===== config.mk =====
export PLATFORM = sky130hd
export DESIGN_NAME = nss_ram
export DESIGN_NICKNAME = d
export VERILOG_FILES = /design/src/rtl/nss_ram.sv
export SDC_FILE = /design/constraint.sdc
export NUM_CORES = 1
export LEC_CHECK = 0
export BUFFER_PORTS_ARGS = -buffer_cell sky130_fd_sc_hd__buf_2
export CAP_MARGIN = 10
export CELL_PAD_IN_SITES_DETAIL_PLACEMENT = 0
export CELL_PAD_IN_SITES_GLOBAL_PLACEMENT = 1
export CORE_MARGIN = 5
export CORE_UTILIZATION = 57
export CTS_CLUSTER_SIZE = 24
export DETAILED_ROUTE_END_ITERATION = 7
export PLACE_DENSITY = 0.82
export SYNTH_ARGS = -nofsm -noshare
export SYNTH_HDL_FRONTEND = slang
export SYNTH_SLANG_ARGS = --single-unit

===== constraint.sdc =====
create_clock -name clk -period 2.74 [get_ports clk]
set_input_delay 0.411 -clock clk [delete_from_list [all_inputs] [get_ports clk]]
set_output_delay 0.411 -clock clk [all_outputs]
set_load 0.05 [all_outputs]

===== src/rtl/nss_ram.sv =====
`default_nettype none

module nss_ram #(
  parameter int unsigned WIDTH = 8,
  parameter int unsigned DEPTH = 16,
  localparam int unsigned AW   = (DEPTH > 1) ? $clog2(DEPTH) : 1
) (
  input  wire logic             clk,
  input  wire logic             we,
  input  wire logic [AW-1:0]    waddr,
  input  wire logic [WIDTH-1:0] wdata,
  input  wire logic             re,
  input  wire logic [AW-1:0]    raddr,
  output logic      [WIDTH-1:0] rdata
);

  logic [WIDTH-1:0] mem [DEPTH];

  // One write port, one registered read port
  always_ff @(posedge clk) begin
    if (we) begin
      mem[waddr] <= wdata;
    end
    if (re) begin
      rdata <= mem[raddr];
    end
  end

endmodule

`default_nettype wire


==> impl_metrics.env <==
export IMPL_outcome="finished clean"
export IMPL_required_ns=2.99
export IMPL_hold_path_class="in -> reg"
export IMPL_end_kind="register"
export IMPL_nets=298
export IMPL_finalHoldViolCount=0
export IMPL_postCtsHoldBufs=0
export IMPL_worst_slew_pin_slew_ns=0.899
export IMPL_grt_pass1_vias=2573
export IMPL_min_delay_path_depth=1
export IMPL_slowest_stage="mux4_1"
export IMPL_syn_nets=248
export IMPL_yosysSeqAreaShare_pct=78.1
export IMPL_die_y_um=106
export IMPL_timing_rr_start="mem[1][3]$_DFFE_PP_"
export IMPL_rsz0062_at_grt="false"
export IMPL_sw_frac_of_total_pct=19.8
export IMPL_portBuffers=26
export IMPL_synthCells=229
export IMPL_vias_per_cell=6.15
export IMPL_floorplan_initialDensity_pct=57.4
export IMPL_cp_cell_sequence="mux4_1 -> a22oi_1 -> nand2_1"
export IMPL_p_leak_nw=2.08
export IMPL_final_setup_viol_count=0
export IMPL_cpLargestDelayFamily="multiplexers"
export IMPL_grt_overflow_total=0
export IMPL_clock_latency_ns=0.52
export IMPL_yosys_top_cells_area="edfxtp_1, mux4_2, mux4_1"
export IMPL_synthFlopType="edfxtp_1"
export IMPL_area_growth_pct=17.6
export IMPL_slowest_delay_ns=0.54
export IMPL_finalWeightedCongestion=0.739
export IMPL_avgSynthCellArea_um2=22.8
export IMPL_utilization_pct=67.5
export IMPL_hp_start="re"
export IMPL_cts_clk_slew_worst_paths_ns=0.06
export IMPL_die_area_um2=11200
export IMPL_worst_path_buf_inv=0
export IMPL_fin_skew_ns=0.0172
export IMPL_drv_slew=0
export IMPL_clock_sinks=136
export IMPL_wire_per_inst_um=24.2
export IMPL_grt_usage_pct=19.5
export IMPL_antenna_found_initial=0
export IMPL_synth_top_area_share_pct=78.1
export IMPL_dpl_hpwl_um=5940
export IMPL_drt_iter0_markers=160
export IMPL_final_layout_size_suffix_gt1_share_pct=30.1
export IMPL_synth_edf_count=136
export IMPL_core_um2=9110
export IMPL_fin_crit_ns=1.53
export IMPL_max_freq_ghz=0.652
export IMPL_synthArstFlopShare_pct=0
export IMPL_dr_total_vias=2479
export IMPL_seq_power_share_pct=48.3
export IMPL_cts_tree="done"
export IMPL_crit_path_start_kind="register"
export IMPL_reg2reg_to="rdata[3]$_DFFE_PP_"
export IMPL_max_slew_margin_pct=39.8
export IMPL_crit_type="reg -> reg"
export IMPL_cts_made_buffers=17
export IMPL_ys_seq_elements=136
export IMPL_post_route_period_util_pct=56.0
export IMPL_num_rows=35
export IMPL_clockBufferDepth=2
export IMPL_r2r_slack_ns=1.21
export IMPL_crit_fanout=1
export IMPL_synth_area_leader_cell="edfxtp_1"
export IMPL_antenna_left=0
export IMPL_h_tree_depth=4
export IMPL_worstPathArrival_ns=1.78
export IMPL_postCtsSetupBuffers=0
export IMPL_yosysWarnings=0
export IMPL_synthTopCellsByCount="edfxtp_1, mux4_2, a22oi_1, mux4_1, nor2_1"
export IMPL_net_switching_power_w=0.000967
export IMPL_drtPass1Iterations=4
export IMPL_num_io_pins=27
export IMPL_synth_cell_types=18
export IMPL_ir_drop_uv=454
export IMPL_crit_start="mem[1][3]$_DFFE_PP_"
export IMPL_dieWidth_um=106
export IMPL_routed_wl_um=9760
export IMPL_p_clk_share_pct=46.7
export IMPL_power_density_nw_per_um2=793
export IMPL_maxCapViolations=0
export IMPL_num_antenna_cells=0
export IMPL_cts_resized_gates=0
export IMPL_grt_pass1_wl_um=15200
export IMPL_finalPower_w=0.00487
export IMPL_syn_cell_area_um2=5230
export IMPL_min_to="rdata[4]$_DFFE_PP_"
export IMPL_clockRootBuffer="clkbuf_8"
export IMPL_grt_max_degree=33
export IMPL_drc=0
export IMPL_r2r_cells=3
export IMPL_internal_power_w=0.00391
export IMPL_tns_ns=0
export IMPL_n_fill_cell=564
export IMPL_p_comb_share_pct=5.0
export IMPL_yosysMostFrequentCell="edfxtp_1"
-- how the worst max path moves through the flow --
stage / endpoint / slack [ns] / cells after the start
after CTS: rdata[0] / 1.18 / 1
after global placement: rdata[5]$_DFFE_PP_ / 0.75 / 5
after detailed placement: rdata[3]$_DFFE_PP_ / 0.73 / 5
after floorplan: mem[0][0]$_DFFE_PP_ / 0.84 / 2
final: rdata[3]$_DFFE_PP_ / 1.21 / 3
after global routing: rdata[3]$_DFFE_PP_ / 1.17 / 3
-- sequential cells by signal, indices dropped and copies added (netlist names) --
| signal | flops |
|---|---|
| rdata | 8 |
| mem | 128 |
-- layer usage --
metal  global-route usage (%)  part of all wire, %  wire length [um]
met3                     5.82                  6.3               613
met2                     29.0                   50              4840
met5                        0                    0                 0
met1                     27.0                   42              4120
met4                     8.79                  1.9               181
-- cell usage in the layout (no fill, tap or decap) --
cell	count
nor2_1	13
clkinv_2	1
and2_1	1
a22oi_1	16
clkinvlp_4	4
or3b_2	1
mux4_1	14
nand2_1	9
clkinv_4	2
and2b_1	1
edfxtp_1	136
clkbuf_16	16
bufinv_16	4
nor3_1	4
buf_4	13
buf_2	26
clkbuf_8	1
nand3b_1	2
nand2b_1	2
clkbuf_1	3
clkinv_1	1
nand3_1	1
mux4_2	18
buf_12	2
nor2b_1	1
-- cell families after synthesis --
family | count (synthesis) | share of synthesized area (%)
flops | 136 | 78.1
simple gates | 35 | 3.14
mux | 32 | 14.8
compound gates | 16 | 2.30
buf+inv | 10 | 1.65
-- through the flow --
stage | setup slack [ns] | instances | hold WS [ns] | instance area, um2
after floorplan | 0.836 | 229 | 0.510 | 5230
after global placement | 0.745 | 371 | 0.732 | 5550
after detailed placement | 0.733 | 371 | 0.742 | 5550
after CTS | 1.18 | 403 | 0.222 | 6150
after global routing | 1.17 | 403 | 0.244 | 6150
final | 1.21 | 403 | 0.255 | 6150
-- worst reg2reg max path: stages (launching register included) --
cell	delay, ns
edfxtp_1	0.38
mux4_1	0.54
a22oi_1	0.27
nand2_1	0.09
-- layout make-up --
| class | instances | area [um2] | area share, % |
|---|---|---|---|
| sequential | 136 | 4080 | 66.4 |
| multi-input combinational | 83 | 1060 | 17.2 |
| clock buffer | 20 | 425 | 6.92 |
| timing repair buffer | 41 | 268 | 4.35 |
| clock inverter | 12 | 176 | 2.87 |
| tap | 111 | 139 | 2.26 |
-- power groups by stage --
stage	Sequential [W]	Clock, W	Combinational (W)
3_5_place_dp	0.00240	0	0.000244
5_1_grt	0.00236	0.00240	0.000262
6_report	0.00236	0.00227	0.000244
4_1_cts	0.00236	0.00231	0.000246
3_3_place_gp	0.00240	0	0.000240
2_1_floorplan	0.00243	0	0.000118
Power figures use the tool's default switching activity.
