--- config.mk ---
export PLATFORM = sky130hd
export DESIGN_NAME = nss_scan
export DESIGN_NICKNAME = d
export VERILOG_FILES = /design/src/rtl/nss_pkg.sv /design/src/rtl/nss_scan.sv
export SDC_FILE = /design/constraint.sdc
export NUM_CORES = 1
export LEC_CHECK = 0
export BUFFER_PORTS_ARGS = -buffer_cell sky130_fd_sc_hd__buf_2
export CELL_PAD_IN_SITES_DETAIL_PLACEMENT = 1
export CELL_PAD_IN_SITES_GLOBAL_PLACEMENT = 2
export CORE_UTILIZATION = 30
export CTS_CLUSTER_SIZE = 20
export DETAILED_ROUTE_END_ITERATION = 12
export GPL_TIMING_DRIVEN = 0
export PLACE_DENSITY = 0.91
export SYNTH_ARGS = -nofsm -noshare
export SYNTH_HDL_FRONTEND = slang
export SYNTH_SLANG_ARGS = --single-unit
export TNS_END_PERCENT = 1
--- constraint.sdc ---
create_clock -name clk -period 3.2 [get_ports clk]
set_input_delay 0.32 -clock clk [delete_from_list [all_inputs] [get_ports clk]]
set_output_delay 0.32 -clock clk [all_outputs]
set_load 0.02 [all_outputs]
--- src/rtl/nss_pkg.sv ---
`default_nettype none

package nss_pkg;

  // Default sizes
  localparam int unsigned MAX_STATES_DEF = 64;
  localparam int unsigned MAX_EDGES_DEF  = 256;

  // Field widths
  localparam int unsigned STATE_W = 6;
  localparam int unsigned SYM_W   = 8;
  localparam int unsigned MASK_W  = 64;
  localparam int unsigned EDGE_W  = 2 * STATE_W + SYM_W;

  // Packed edge word: {source, target, symbol}
  localparam int unsigned EDGE_SYM_LSB = 0;
  localparam int unsigned EDGE_DST_LSB = SYM_W;
  localparam int unsigned EDGE_SRC_LSB = SYM_W + STATE_W;

  localparam logic [STATE_W-1:0] START_RESET = 6'd1;

  typedef enum logic [1:0] {
    ACT_LOAD    = 2'd0,
    ACT_FINAL   = 2'd1,
    ACT_CONSUME = 2'd2,
    ACT_END     = 2'd3
  } action_t;

  typedef enum logic [1:0] {
    ST_IDLE,
    ST_SCAN,
    ST_HOLD
  } ctrl_state_t;

  // Request from control to the scan engine
  typedef struct packed {
    logic              start;
    logic [SYM_W-1:0]  sym;
    logic [MASK_W-1:0] cur_mask;
  } scan_req_t;

  // Result from the scan engine
  typedef struct packed {
    logic              done;
    logic [MASK_W-1:0] next_mask;
  } scan_rsp_t;

  // One-hot bit of a state, empty when the state is out of range
  function automatic logic [MASK_W-1:0] state_bit(input logic [STATE_W-1:0] s,
                                                  input int unsigned nstates);
    logic [MASK_W-1:0] b;
    b = {{(MASK_W-1){1'b0}}, 1'b1} << s;
    if (32'(s) >= nstates) begin
      b = '0;
    end
    return b;
  endfunction

endpackage

`default_nettype wire

--- src/rtl/nss_scan.sv ---
`default_nettype none

module nss_scan #(
  parameter int unsigned MAX_STATES = nss_pkg::MAX_STATES_DEF,
  parameter int unsigned MAX_EDGES  = nss_pkg::MAX_EDGES_DEF,
  localparam int unsigned AW = (MAX_EDGES > 1) ? $clog2(MAX_EDGES) : 1,
  localparam int unsigned CW = $clog2(MAX_EDGES + 1)
) (
  input  wire logic                        clk,
  input  wire logic                        rst,
  input  wire nss_pkg::scan_req_t          req,
  input  wire logic [CW-1:0]               count,
  output logic                             rd_en,
  output logic [AW-1:0]                    rd_addr,
  input  wire logic [nss_pkg::EDGE_W-1:0]  rd_data,
  output nss_pkg::scan_rsp_t               rsp
);

  logic                          issuing;
  logic [CW-1:0]                 k;
  logic                          rvalid;
  logic                          rlast;
  logic                          done;
  logic [nss_pkg::SYM_W-1:0]     sym;
  logic [nss_pkg::MASK_W-1:0]    acc;

  logic                          last_issue;
  logic [nss_pkg::STATE_W-1:0]   e_src;
  logic [nss_pkg::STATE_W-1:0]   e_dst;
  logic [nss_pkg::SYM_W-1:0]     e_sym;
  logic [nss_pkg::MASK_W-1:0]    src_bit;
  logic                          fire;

  assign rd_en      = issuing;
  assign rd_addr    = k[AW-1:0];
  assign last_issue = (k + CW'(1)) == count;

  // Unpack the edge word that came back from memory
  assign e_src   = rd_data[nss_pkg::EDGE_SRC_LSB +: nss_pkg::STATE_W];
  assign e_dst   = rd_data[nss_pkg::EDGE_DST_LSB +: nss_pkg::STATE_W];
  assign e_sym   = rd_data[nss_pkg::EDGE_SYM_LSB +: nss_pkg::SYM_W];
  assign src_bit = nss_pkg::state_bit(e_src, MAX_STATES);
  assign fire    = rvalid && ((req.cur_mask & src_bit) != '0) && (e_sym == sym);

  // Address sweep over the stored edges
  always_ff @(posedge clk) begin
    if (rst) begin
      issuing <= 1'b0;
      rvalid  <= 1'b0;
      rlast   <= 1'b0;
      done    <= 1'b0;
    end else begin
      rvalid <= issuing;
      rlast  <= issuing && last_issue;
      done   <= rvalid && rlast;
      if (req.start) begin
        issuing <= 1'b1;
      end else if (issuing && last_issue) begin
        issuing <= 1'b0;
      end
    end
  end

  // Counter, symbol latch and union accumulator
  always_ff @(posedge clk) begin
    if (req.start) begin
      k   <= '0;
      sym <= req.sym;
      acc <= '0;
    end else begin
      if (issuing) begin
        k <= k + CW'(1);
      end
      if (fire) begin
        acc <= acc | nss_pkg::state_bit(e_dst, MAX_STATES);
      end
    end
  end

  assign rsp.done      = done;
  assign rsp.next_mask = acc;

endmodule

`default_nettype wire

==> reports/metrics.yaml <==
timing:
  timing.final.max_slew_violations: 0
  worst_slack_ps: 734
  fin_crit_sh: 0.771
  fmax_ghz: 0.406
  tightest_slew_ps: 1120
  rsz0062_at_grt: "no"
  slew_headroom: 0.246
  finClkSkew_ps: 9.28
  hold_viol_final: 0
  tns_ps: 0
  setup_viol: 0
  fin_crit_ps: 2470
finish:
  utilization: 0.406
  fillers: 1860
  final_area_um2: 6200
  area_growth_pct: 31.9
  nNetsFinal: 822
  drive_gt1_frac: 0.343
logic_synthesis:
  synthTopCellsByCount: "nand2_1 (78), dfxtp_1 (77), nand2b_1 (68)"
  synth_ff_type: "dfxtp_1"
  synth_area_um2: 4700
  synth_edf_count: 8
  synth_area_leaders: "dfxtp_1 (33%), nand2b_1 (9.0%), o31ai_1 (6.4%)"
  synth_most_common_cell: "nand2_1"
  async_flop_share: 0
  yosysTopAreaCell: "dfxtp_1"
  ys_types: 55
  syn_avg_cell_area_um2: 8.85
  yosys_warnings: 0
  ys_ff_latch: 85
  syn_inst: 531
  syn-num-nets: 636
  ys_seq_area_frac: 0.379
  synth_top_area_frac: 0.328
clocking:
  cts_tree: "built"
  postCtsHoldBufs: 0
  numCtsBuffers: 9
  htreeDepth: 3
  clk_pin_slew_worst_paths_ps: 70
  clock_sinks: 85
  cts-root-buf: "clkbuf_16"
  post_cts_buffers: 0
  ctsResizeCount: 0
  clockBufferDepth: 2
  clock_latency_ps: 340
routing:
  viasPerCell: 4.92
  firstDrtPassIters: 4
  drt_iter0_drc: 231
  num_vias: 4604
  top_layer: "met5"
  drc_errors: 0
  met2_length_um: 7800
  met1Wirelength_um: 7020
  wl_met3_um: 896
  wl_per_cell_um: 17.1
  wl_um: 16000
  drtAntennaViolNets: 0
grt:
  grt_pass1_vias: 4939
  grt_max_degree: 16
  grt-ovfl-total: 0
  grt_pass1_wl_um: 25400
  antenna_found_initial: 3
  grt_usage: 0.200
setup_path:
  cp.required_ps: 3400
  cp.arrival_ps: 2670
  rr_endpoint: "rd_en"
  crit_path_end_kind: "register"
  reg2reg_slack_ps: 1040
  worstReg2RegStart: "k[0]"
  path_class: "in -> reg"
  path_max_fanout: 10
  critPathLaunchType: "input pin"
  ff2ff_path_depth: 8
die:
  fp.dieH_um: 127
  die_x_um: 127
  initial_core_util: 0.308
  rows: 45
  io_pins: 178
  core_area_um2: 15300
  design.die.area_um2: 16200
power_and_ir_drop:
  vdd_drop_max_v: 0.000302
  power.density_nw_per_um2: 429
  leakage_nw: 2.55
  finalPower_w: 0.00266
placed_design:
  hpwl_um: 12600
  place_ws_ps: 370
  gp_congestion: 0.825
  dpl_cell_area_um2: 5840
  io_buffer_count: 175
flow_run:
  drv_cap: 0
outcome:
  status: "finished, final reports clean"
min_path:
  hold_path.class: "in -> reg"
  min_from: "req[64]"
  worst_hold_path.endpoint: "sym[0]"
  hold_depth: 1
worst max path at each step:
| stage | depth (start not counted) | startpoint | slack [ps] | end |
|---|---|---|---|---|
| floorplan | 9 | rd_data[18] | 920 | acc[0] |
| global placement | 10 | rd_data[16] | 400 | acc[62] |
| detailed placement | 10 | rd_data[16] | 370 | acc[3] |
| CTS | 10 | rd_data[16] | 720 | acc[16] |
| global route | 10 | rd_data[16] | 590 | acc[16] |
| finish | 10 | rd_data[16] | 730 | acc[17] |
where the power goes:
part           switching (W)  total (W)  internal (W)
Sequential        0.00000823    0.00109       0.00109
Clock               0.000448    0.00124      0.000792
Combinational       0.000185   0.000326      0.000141
Total               0.000641    0.00266       0.00202
per-stage QoR:
stage          hold slack, ps  instances
2_1_floorplan             392        531
3_3_place_gp              417        917
3_5_place_dp              433        917
4_1_cts                   148        933
5_1_grt                   151        934
6_report                  163        935
flip-flops by register name, indices dropped and copies added (netlist names):
name    flops
acc        64
sym         8
k           9
rd_en       1
done        1
rvalid      1
rlast       1
cell usage in the layout, fill, tap and decap left out, drive strengths merged, types with 3 or more instances in the layout:
master and count:
a32o 3, mux2 5, nor2b 10, bufinv 3, o41ai 4, nor2 26
mux2i 5, o21ai 6, xnor2 19, a211oi 4, inv 8, xor2 11
nand3 5, and3 7, o31ai 61, nand3b 9, buf 204, o2bb2ai 3
and2 6, a21oi 5, a22o 7, nand2b 68, edfxtp 8, clkbuf 33
dfxtp 77, nor3 9, a22oi 4, nand2 78, nand4 6, nor4 4
final cells by class:
class	instances	area (um2)	area share
timing repair buffer	175	876	0.141
antenna	2	5.00	0.000807
sequential	85	1780	0.287
clock buffer	10	239	0.0385
clock inverter	6	116	0.0188
inverter	6	22.5	0.00363
tap	211	264	0.0426
multi-input combinational	388	2570	0.415
buffer	52	322	0.0519
routing by layer:
layer,GRT usage,vias to the layer above
met2,0.357,141
met5,0,-
met4,0.0574,2
met1,0.242,2198
met3,0.0436,19
li1,-,2244
worst max-delay path: stages:
cell and delay [ps]:
buf_2 100, buf_2 220, buf_2 260, nor2_1 120
nand3_2 80, o311ai_1 100, a2111o_1 480, o31ai_4 630
buf_6 240, o31ai_1 100
kinds of logic after synthesis:
logic type,count (synthesis),share of synthesized area
xor+xnor,30,0.0559
compound gates,109,0.200
buf+inv,58,0.0732
simple gates,238,0.266
fa+ha+maj,1,0.00266
mux,10,0.0234
flops,85,0.379
(Power assumes the default switching activity.)
